$ cat config.mk
export PLATFORM = sky130hd
export DESIGN_NAME = mlp_forward_pass_sigmoid_core
export DESIGN_NICKNAME = d
export VERILOG_FILES = /design/src/rtl/mlpfp_pkg.sv /design/src/rtl/mlp_forward_pass_sigmoid_core.sv
export SDC_FILE = /design/constraint.sdc
export NUM_CORES = 2
export LEC_CHECK = 0
export BUFFER_PORTS_ARGS = -buffer_cell sky130_fd_sc_hd__buf_2
export CAP_MARGIN = 20
export CORE_ASPECT_RATIO = 1.4
export CORE_MARGIN = 2
export CORE_UTILIZATION = 45
export CTS_CLUSTER_SIZE = 10
export DETAILED_ROUTE_END_ITERATION = 8
export PLACE_DENSITY = 0.65
export SLEW_MARGIN = 40
export SYNTH_ARGS = -nofsm -noshare
export SYNTH_HDL_FRONTEND = slang
export SYNTH_SLANG_ARGS = --single-unit
export TNS_END_PERCENT = 20
$ cat constraint.sdc
create_clock -name clock -period 13.1 [get_ports clock]
set_clock_uncertainty 0.2 [all_clocks]
set_input_delay 1.965 -clock clock [delete_from_list [all_inputs] [get_ports clock]]
set_output_delay 1.965 -clock clock [all_outputs]
set_load 0.02 [all_outputs]
$ cat src/rtl/mlpfp_pkg.sv
// mlpfp_pkg: sizes, codes, state type and the piecewise-linear sigmoid for the
// 3-5-2 perceptron core; no dependencies
package mlpfp_pkg;

   localparam int NUM_INPUTS  = 3;
   localparam int NUM_HIDDEN  = 5;
   localparam int NUM_OUTPUTS = 2;

   localparam int IH_COUNT    = NUM_INPUTS * NUM_HIDDEN;
   localparam int STORE_DEPTH = IH_COUNT + NUM_HIDDEN * NUM_OUTPUTS;
   localparam int ADDR_W      = $clog2(STORE_DEPTH);

   localparam int IN_W   = (NUM_INPUTS > 1) ? $clog2(NUM_INPUTS) : 1;
   localparam int HID_W  = (NUM_HIDDEN > 1) ? $clog2(NUM_HIDDEN) : 1;
   localparam int OUT_W  = (NUM_OUTPUTS > 1) ? $clog2(NUM_OUTPUTS) : 1;
   localparam int MAX_TERMS = (NUM_INPUTS > NUM_HIDDEN) ? NUM_INPUTS : NUM_HIDDEN;
   localparam int MAX_NEU   = (NUM_HIDDEN > NUM_OUTPUTS) ? NUM_HIDDEN : NUM_OUTPUTS;
   localparam int TERM_W = (MAX_TERMS > 1) ? $clog2(MAX_TERMS) : 1;
   localparam int NEU_W  = (MAX_NEU > 1) ? $clog2(MAX_NEU) : 1;

   localparam int OPA_W  = 17;
   localparam int PROD_W = 33;
   localparam int ACC_W  = 40;

   // rounding shifts for Q.22 and Q.30 sums back to Q8.8
   localparam int SH_IH = 14;
   localparam int SH_HO = 22;
   localparam logic signed [ACC_W-1:0] BIAS_IH = ACC_W'(1) <<< (SH_IH - 1);
   localparam logic signed [ACC_W-1:0] BIAS_HO = ACC_W'(1) <<< (SH_HO - 1);
   localparam logic signed [ACC_W-1:0] SAT_HI  = ACC_W'(32767);
   localparam logic signed [ACC_W-1:0] SAT_LO  = -ACC_W'(32768);

   localparam logic CMD_LOAD  = 1'b0;
   localparam logic CMD_INFER = 1'b1;

   typedef enum logic [2:0] {
      ST_IDLE,
      ST_MAC,
      ST_DRAIN,
      ST_ACT,
      ST_HOLD
   } mlpfp_state_type;

   // q8.8 in, unsigned q0.16 out, 1.0 saturates to all ones
   function automatic logic [15:0] plan_sigmoid(input logic signed [15:0] x);
      logic [16:0] a;
      logic [16:0] y;
      logic [16:0] r;
      a = x[15] ? 17'(-{x[15], x}) : {1'b0, x};
      if (a >= 17'd1280) begin
         y = 17'd65536;
      end else if (a >= 17'd608) begin
         y = (a << 3) + 17'd55296;
      end else if (a >= 17'd256) begin
         y = (a << 5) + 17'd40960;
      end else begin
         y = (a << 6) + 17'd32768;
      end
      r = x[15] ? 17'd65536 - y : y;
      return r[16] ? 16'hFFFF : r[15:0];
   endfunction

endpackage

$ cat src/rtl/mlp_forward_pass_sigmoid_core.sv
// mlp_forward_pass_sigmoid_core: 3-5-2 fixed-point perceptron with a shared
// multiply-accumulate unit and a piecewise-linear sigmoid; uses mlpfp_pkg
//
// A load word (command 0) writes one signed Q1.14 weight into the 25-entry store
// and produces no response; an index past the store is dropped. An infer word
// (command 1) takes three Q8.8 inputs and returns one response word with two
// unsigned Q0.16 sigmoid outputs. All 25 products go through a single 17x16
// multiplier with a registered product feeding a 40-bit accumulator, one
// product per cycle; each neuron then drains the accumulator in ST_DRAIN and
// does rounding, saturation and the sigmoid in ST_ACT. After an infer word is
// taken, req_stall stays high while the sequencer steps through ST_MAC,
// ST_DRAIN and ST_ACT for each hidden and then each output neuron and on into
// ST_HOLD, so no new word is taken until that inference is done. The response
// is registered so the next word can be taken while it waits; a response still
// stalled at the end of an inference holds req_stall high until it leaves. The
// weight store clears to zero on reset.
module mlp_forward_pass_sigmoid_core
   import mlpfp_pkg::*;
(
   input  logic               clock,
   input  logic               reset,
   input  logic               req_valid,
   output logic               req_stall,
   input  logic               req_command,
   input  logic [4:0]         req_weight_index,
   input  logic signed [15:0] req_weight_value,
   input  logic signed [15:0] req_in_x,
   input  logic signed [15:0] req_in_y,
   input  logic signed [15:0] req_in_z,
   output logic               rsp_valid,
   input  logic               rsp_stall,
   output logic [15:0]        rsp_out_first,
   output logic [15:0]        rsp_out_second
);

   mlpfp_state_type state_ff, state_in;

   logic signed [15:0]       ws_ff [STORE_DEPTH];
   logic                     ws_we;
   logic [ADDR_W-1:0]        ws_waddr;

   logic signed [15:0]       x_ff  [NUM_INPUTS];
   logic signed [15:0]       x_in  [NUM_INPUTS];
   logic [15:0]              hid_ff [NUM_HIDDEN];
   logic [15:0]              hid_in [NUM_HIDDEN];
   logic [15:0]              res_ff [NUM_OUTPUTS];
   logic [15:0]              res_in [NUM_OUTPUTS];

   logic                     layer_ff, layer_in;
   logic [TERM_W-1:0]        term_ff, term_in;
   logic [NEU_W-1:0]         neuron_ff, neuron_in;
   logic signed [PROD_W-1:0] prod_ff, prod_in;
   logic                     prod_vld_ff, prod_vld_in;
   logic signed [ACC_W-1:0]  acc_ff, acc_in;

   logic                     rsp_valid_ff, rsp_valid_in;
   logic [15:0]              rsp_first_ff, rsp_first_in;
   logic [15:0]              rsp_second_ff, rsp_second_in;

   logic                     req_take;
   logic                     slot_free;
   logic                     term_last;
   logic                     neuron_last;
   logic [ADDR_W-1:0]        rd_addr;
   logic signed [OPA_W-1:0]  op_a;
   logic signed [15:0]       op_b;
   logic signed [ACC_W-1:0]  shifted;
   logic signed [15:0]       pre_act;
   logic [15:0]              act;

   assign req_stall      = (state_ff != ST_IDLE);
   assign req_take       = req_valid && !req_stall;
   assign slot_free      = !rsp_valid_ff || !rsp_stall;
   assign rsp_valid      = rsp_valid_ff;
   assign rsp_out_first  = rsp_first_ff;
   assign rsp_out_second = rsp_second_ff;

   assign term_last   = layer_ff ? (term_ff == TERM_W'(NUM_HIDDEN - 1))
                                 : (term_ff == TERM_W'(NUM_INPUTS - 1));
   assign neuron_last = layer_ff ? (neuron_ff == NEU_W'(NUM_OUTPUTS - 1))
                                 : (neuron_ff == NEU_W'(NUM_HIDDEN - 1));

   // shared multiplier operands
   always_comb begin
      if (layer_ff) begin
         rd_addr = ADDR_W'(IH_COUNT) + ADDR_W'(term_ff) * ADDR_W'(NUM_OUTPUTS)
                   + ADDR_W'(neuron_ff);
         op_a    = $signed({1'b0, hid_ff[term_ff[HID_W-1:0]]});
      end else begin
         rd_addr = ADDR_W'(term_ff) * ADDR_W'(NUM_HIDDEN) + ADDR_W'(neuron_ff);
         op_a    = OPA_W'(x_ff[term_ff[IN_W-1:0]]);
      end
      op_b    = ws_ff[rd_addr];
      prod_in = op_a * op_b;
   end

   // round, saturate to q8.8, sigmoid
   always_comb begin
      shifted = layer_ff ? (acc_ff >>> SH_HO) : (acc_ff >>> SH_IH);
      priority if (shifted > SAT_HI) begin
         pre_act = 16'sh7FFF;
      end else if (shifted < SAT_LO) begin
         pre_act = -16'sh8000;
      end else begin
         pre_act = shifted[15:0];
      end
      act = plan_sigmoid(pre_act);
   end

   // next state
   always_comb begin
      state_in = state_ff;
      unique case (state_ff)
         ST_IDLE: begin
            if (req_take && req_command == CMD_INFER) state_in = ST_MAC;
         end
         ST_MAC: begin
            if (term_last) state_in = ST_DRAIN;
         end
         ST_DRAIN: state_in = ST_ACT;
         ST_ACT: begin
            state_in = (layer_ff && neuron_last) ? ST_HOLD : ST_MAC;
         end
         ST_HOLD: begin
            if (slot_free) state_in = ST_IDLE;
         end
         default: state_in = ST_IDLE;
      endcase
   end

   // datapath and outputs
   always_comb begin
      ws_we         = 1'b0;
      ws_waddr      = ADDR_W'(req_weight_index);
      x_in          = x_ff;
      hid_in        = hid_ff;
      res_in        = res_ff;
      layer_in      = layer_ff;
      term_in       = term_ff;
      neuron_in     = neuron_ff;
      prod_vld_in   = 1'b0;
      acc_in        = acc_ff;
      rsp_valid_in  = rsp_valid_ff && rsp_stall;
      rsp_first_in  = rsp_first_ff;
      rsp_second_in = rsp_second_ff;
      unique case (state_ff)
         ST_IDLE: begin
            if (req_take) begin
               if (req_command == CMD_LOAD) begin
                  ws_we = (32'(req_weight_index) < 32'(STORE_DEPTH));
               end else begin
                  for (int i = 0; i < NUM_INPUTS; i++) begin
                     if (i == 0)      x_in[i] = req_in_x;
                     else if (i == 1) x_in[i] = req_in_y;
                     else if (i == 2) x_in[i] = req_in_z;
                     else             x_in[i] = '0;
                  end
                  layer_in  = 1'b0;
                  term_in   = '0;
                  neuron_in = '0;
                  acc_in    = BIAS_IH;
               end
            end
         end
         ST_MAC: begin
            prod_vld_in = 1'b1;
            if (prod_vld_ff) acc_in = acc_ff + ACC_W'(prod_ff);
            if (!term_last) term_in = term_ff + TERM_W'(1);
         end
         ST_DRAIN: begin
            acc_in = acc_ff + ACC_W'(prod_ff);
         end
         ST_ACT: begin
            term_in = '0;
            if (!layer_ff) begin
               hid_in[neuron_ff[HID_W-1:0]] = act;
               if (neuron_last) begin
                  layer_in  = 1'b1;
                  neuron_in = '0;
               end else begin
                  neuron_in = neuron_ff + NEU_W'(1);
               end
            end else begin
               res_in[neuron_ff[OUT_W-1:0]] = act;
               if (!neuron_last) neuron_in = neuron_ff + NEU_W'(1);
            end
            acc_in = (!layer_ff && !neuron_last) ? BIAS_IH : BIAS_HO;
         end
         ST_HOLD: begin
            if (slot_free) begin
               rsp_valid_in  = 1'b1;
               rsp_second_in = '0;
               for (int k = 0; k < NUM_OUTPUTS; k++) begin
                  if (k == 0) rsp_first_in  = res_ff[k];
                  if (k == 1) rsp_second_in = res_ff[k];
               end
            end
         end
         default: begin
            prod_vld_in = 1'b0;
         end
      endcase
   end

   always_ff @(posedge clock) begin
      if (reset) begin
         state_ff     <= ST_IDLE;
         prod_vld_ff  <= 1'b0;
         rsp_valid_ff <= 1'b0;
      end else begin
         state_ff     <= state_in;
         prod_vld_ff  <= prod_vld_in;
         rsp_valid_ff <= rsp_valid_in;
      end
   end

   always_ff @(posedge clock) begin
      x_ff          <= x_in;
      hid_ff        <= hid_in;
      res_ff        <= res_in;
      layer_ff      <= layer_in;
      term_ff       <= term_in;
      neuron_ff     <= neuron_in;
      prod_ff       <= prod_in;
      acc_ff        <= acc_in;
      rsp_first_ff  <= rsp_first_in;
      rsp_second_ff <= rsp_second_in;
   end

   // weight store, cleared by reset
   always_ff @(posedge clock) begin
      if (reset) begin
         for (int k = 0; k < STORE_DEPTH; k++) ws_ff[k] <= '0;
      end else if (ws_we) begin
         ws_ff[ws_waddr] <= req_weight_value;
      end
   end

   a_prod_in_mac: assert property (@(posedge clock) disable iff (reset)
      prod_vld_ff |-> (state_ff == ST_MAC || state_ff == ST_DRAIN))
      else $error("product pending outside accumulate states");

   a_drain_has_prod: assert property (@(posedge clock) disable iff (reset)
      state_ff == ST_DRAIN |-> prod_vld_ff)
      else $error("drain cycle without a pending product");

   a_infer_starts: assert property (@(posedge clock) disable iff (reset)
      req_valid && !req_stall && req_command == CMD_INFER |=> state_ff == ST_MAC)
      else $error("infer word did not start the sequencer");

   a_rsp_from_hold: assert property (@(posedge clock) disable iff (reset)
      $rose(rsp_valid_ff) |-> $past(state_ff) == ST_HOLD)
      else $error("response word raised outside hold state");

endmodule
==> summary.txt <==
Finish
  • Final core utilization: 0.502
  • Cell area after layout: 51300 sq um
  • Fin nets: 4342
  • Layout cells sized above 1: 0.156
  • Final instance count without filler cells: 5203
  • Filler Cells Inserted: 8801
  • Number of diodes: 0
  • Area delta synth->final: 11.1%

Placed design
  • Placed cell area: 48800 sq um
  • Number of instances in the placed design: 5089
  • # port buffers: 107
  • RD Place Congestion: 0.889
  • Half-perimeter wire length after detailed placement: 79.8 mm

Route
  • Total via count in the routed design: 28500
  • Routed length per placed instance: 21.8 um
  • Average via count per standard cell: 5.47
  • DRT Wirelength: 113 mm
  • DRC violation count after routing: 0
  • First-iteration detailed-routing DRC count: 1870
  • First drt pass iteration count: 5
  • Count of nets left with antenna violations after detail routing: 0

Floorplan
  • Num rows: 139
  • Initial standard-cell utilization of the core: 0.452
  • Die outline area: 105000 sq um
  • Core area: 102000 sq um
  • Horizontal die dimension: 275 um
  • Die Span Y: 383 um
  • Number of top-level pins: 108

Setup path
  • Crit-path most repeated cell: sky130_fd_sc_hd__fa_1
  • Path type of the worst setup path: flip-flop to flip-flop
  • Startpoint type of the worst setup path: flip-flop
  • Slowest cell on the critical path: sky130_fd_sc_hd__edfxtp_1
  • CP Max Fanout: 38
  • WP data required: 13.52 ns
  • Endpoint type of the worst setup path: flip-flop
  • Critical Path AT: 11.48 ns
  • Slowest cell delay on critical path: 0.79 ns

Synthesis
  • Most common flop cell mapped by yosys: sky130_fd_sc_hd__edfxtp_1
  • Mean cell area of the mapped netlist: 12.7 sq um
  • Synthesized cell area: 46200 sq um
  • Synthesis-stage register bit count: 771
  • Sequential share of the synthesized area: 0.493
  • Synthesized instance count: 3636
  • Count of different cell masters after synthesis: 83
  • Count of warnings emitted by yosys: 0
  • FFs w/ async S/R, synth: 0
  • Number of enable-type register cells in the synthesized netlist: 733

Clocking
  • Post-CTS sizing: 0
  • Number of hold-repair buffers added at the cts stage: 0
  • Cts bufs inserted: 88
  • Root buffer cell: sky130_fd_sc_hd__clkbuf_16
  • Clock transition at path regs: 0.06 ns
  • Post-CTS Repair Setup Buffers: 0
  • CTS tree: built
  • Clock Latency Late Sink: 0.70 ns
  • Number of buffers on the longest clock path: 3
  • CTS HTree Levels: 3
  • Clock sinks: 771

GRT
  • Total congestion overflow after global routing: 0
  • Number of global-route vias before repair: 30200
  • Maximum number of pins on one net before global-route repair: 82
  • First-pass GRT wire length: 175 mm
  • Total routing usage reported by global routing: 0.220
  • Number of antenna violations at the first check in global routing: 1

Job
  • Max Cap Violations: 0

STA
  • Worst slew margin relative to its limit: 0.383
  • Worst Max-Slew Pin Slew: 0.920 ns
  • Total Negative Setup Slacks: 0 ns
  • Final Critical Period: 11.06 ns
  • Unrepaired setup endpoints after global routing: false
  • Final-report hold violation count: 0
  • Ratio of final minimum period to clock period: 0.844
  • Number of setup violations in the final report: 0
  • Final-report max-slew violation count: 0
  • Peak Freq: 90.4 MHz

Hold path
  • Class of the tightest hold or removal check: flip-flop to flip-flop

Run status
  • Result of the run: finished, final reports clean
Yosys cell counts, types with 12 or more instances:
master | n | area, sq um
sky130_fd_sc_hd__xnor2_1 | 57 | 499
sky130_fd_sc_hd__and2_1 | 434 | 2720
sky130_fd_sc_hd__mux4_2 | 135 | 3040
sky130_fd_sc_hd__nand3_1 | 19 | 95.1
sky130_fd_sc_hd__buf_2 | 20 | 100
sky130_fd_sc_hd__xor2_1 | 34 | 298
sky130_fd_sc_hd__ha_1 | 149 | 1860
sky130_fd_sc_hd__mux2i_1 | 50 | 500
sky130_fd_sc_hd__o21bai_1 | 12 | 90.1
sky130_fd_sc_hd__nor2b_1 | 33 | 206
sky130_fd_sc_hd__a211oi_1 | 43 | 323
sky130_fd_sc_hd__clkbuf_1 | 148 | 556
sky130_fd_sc_hd__nand4_1 | 12 | 75.1
sky130_fd_sc_hd__a21oi_1 | 101 | 505
sky130_fd_sc_hd__nand2b_1 | 66 | 413
sky130_fd_sc_hd__inv_1 | 377 | 1420
sky130_fd_sc_hd__fa_1 | 279 | 5590
sky130_fd_sc_hd__a311oi_1 | 14 | 123
sky130_fd_sc_hd__a221oi_1 | 15 | 131
sky130_fd_sc_hd__edfxtp_1 | 733 | 22000
sky130_fd_sc_hd__nor3_1 | 40 | 200
sky130_fd_sc_hd__a21o_1 | 45 | 338
sky130_fd_sc_hd__nor2_1 | 249 | 935
sky130_fd_sc_hd__mux2_2 | 25 | 282
sky130_fd_sc_hd__nand2_1 | 122 | 458
sky130_fd_sc_hd__dfxtp_1 | 38 | 761
sky130_fd_sc_hd__and3_1 | 13 | 81.3
sky130_fd_sc_hd__or2_2 | 103 | 644
sky130_fd_sc_hd__a31oi_1 | 23 | 144
sky130_fd_sc_hd__o21ai_0 | 62 | 310
cell usage in the layout, fill, tap and decap left out, types with 13 or more instances in the layout:
cell                        netlist  routed
sky130_fd_sc_hd__ha_1           149     149
sky130_fd_sc_hd__buf_4            5      82
sky130_fd_sc_hd__nand3_1         19      19
sky130_fd_sc_hd__edfxtp_1       733     733
sky130_fd_sc_hd__mux4_2         135     135
sky130_fd_sc_hd__mux2i_1         50      47
sky130_fd_sc_hd__and2_1         434     434
sky130_fd_sc_hd__dfxtp_1         38      38
sky130_fd_sc_hd__clkbuf_16        0      88
sky130_fd_sc_hd__fa_1           279     279
sky130_fd_sc_hd__nand2b_1        66      66
sky130_fd_sc_hd__a31oi_1         23      23
sky130_fd_sc_hd__mux2_2          25      25
sky130_fd_sc_hd__nor3_1          40      38
sky130_fd_sc_hd__nor2b_1         33      33
sky130_fd_sc_hd__conb_1           1     112
sky130_fd_sc_hd__a221oi_1        15      15
sky130_fd_sc_hd__xor2_1          34      34
sky130_fd_sc_hd__inv_1          377     376
sky130_fd_sc_hd__xnor2_1         57      56
sky130_fd_sc_hd__o21ai_0         62      59
sky130_fd_sc_hd__or2_2          103     102
sky130_fd_sc_hd__nand2_1        122     122
sky130_fd_sc_hd__a21oi_1        101      98
sky130_fd_sc_hd__a311oi_1        14      13
sky130_fd_sc_hd__clkbuf_1       148      13
sky130_fd_sc_hd__buf_2           20     107
sky130_fd_sc_hd__nor2_1         249     246
sky130_fd_sc_hd__a211oi_1        43      43
sky130_fd_sc_hd__a21o_1          45      45
routing by layer:
metal | GRT usage | part of all wire
met3 | 0.0246 | 0.044
met4 | 0.102 | 0.046
met1 | 0.252 | 0.37
met5 | 0 | 0.00011
met2 | 0.407 | 0.54
kinds of logic (layout without fill, tap and decap cells):
group / Yosys count / in the layout / share of synthesized area
simple gates: 1142 / 1142 / 0.135
flops: 771 / 771 / 0.493
buf+inv: 568 / 685 / 0.0481
fa+ha+maj: 428 / 428 / 0.161
compound gates: 425 / 425 / 0.0629
mux: 210 / 210 / 0.0828
xor+xnor: 91 / 91 / 0.0173
other cells: 1 / 112 / 0.0000812
worst paths after layout:
check	startpoint	to	slack (ns)	cells after the start
setup / recovery	term_ff[2]$_SDFFCE_PN0P_	prod_ff[32]$_DFF_P_	2.04	34
hold / removal	res_ff[6]$_DFFE_PP_	rsp_out_second[6]$_DFFE_PP_	0.22	0
setup reg to reg	term_ff[2]$_SDFFCE_PN0P_	prod_ff[32]$_DFF_P_	2.04	34
hold reg to reg	res_ff[6]$_DFFE_PP_	rsp_out_second[6]$_DFFE_PP_	0.22	0
sequential cells by signal, indices dropped and copies added (netlist names), 3 cells and up:
name            flops
ws_ff             512
hid_ff             70
x_ff               48
acc_ff             40
prod_ff            33
res_ff             28
rsp_out_first      14
rsp_out_second     14
neuron_ff           3
state_ff            3
term_ff             3
cell type report:
type | count | area [sq um] | area share
Multi-Input combinational cell | 2408 | 21700 | 0.423
Sequential cell | 771 | 22800 | 0.444
Clock inverter | 10 | 195 | 0.00381
Clock buffer | 104 | 2290 | 0.0447
Timing Repair Buffer | 193 | 1220 | 0.0237
Tap cell | 1339 | 1680 | 0.0327
Inverter | 378 | 1420 | 0.0277
critical path, delay by kind of cell, from the launching register on:
family / cells / cell delay (ns)
AOI/OAI and AO/OA: 11 / 2.94
and+or+nand+nor: 5 / 0.71
DFF: 1 / 0.79
buffers and inverters: 8 / 1.90
adders and majority gates: 8 / 4.03
xor gates and xnor gates: 2 / 0.38
metrics by stage:
step,hold slack (ns),setup WS (ns)
final,0.216,2.04
after global routing,0.216,1.55
after CTS,0.212,2.17
after detailed placement,0.205,2.19
after global placement,0.201,2.32
after floorplan,0.200,2.95
Power is left out: the tool's default activity adds up to more than one toggle a clock period on the data nets, which glitch-free logic cannot reach.
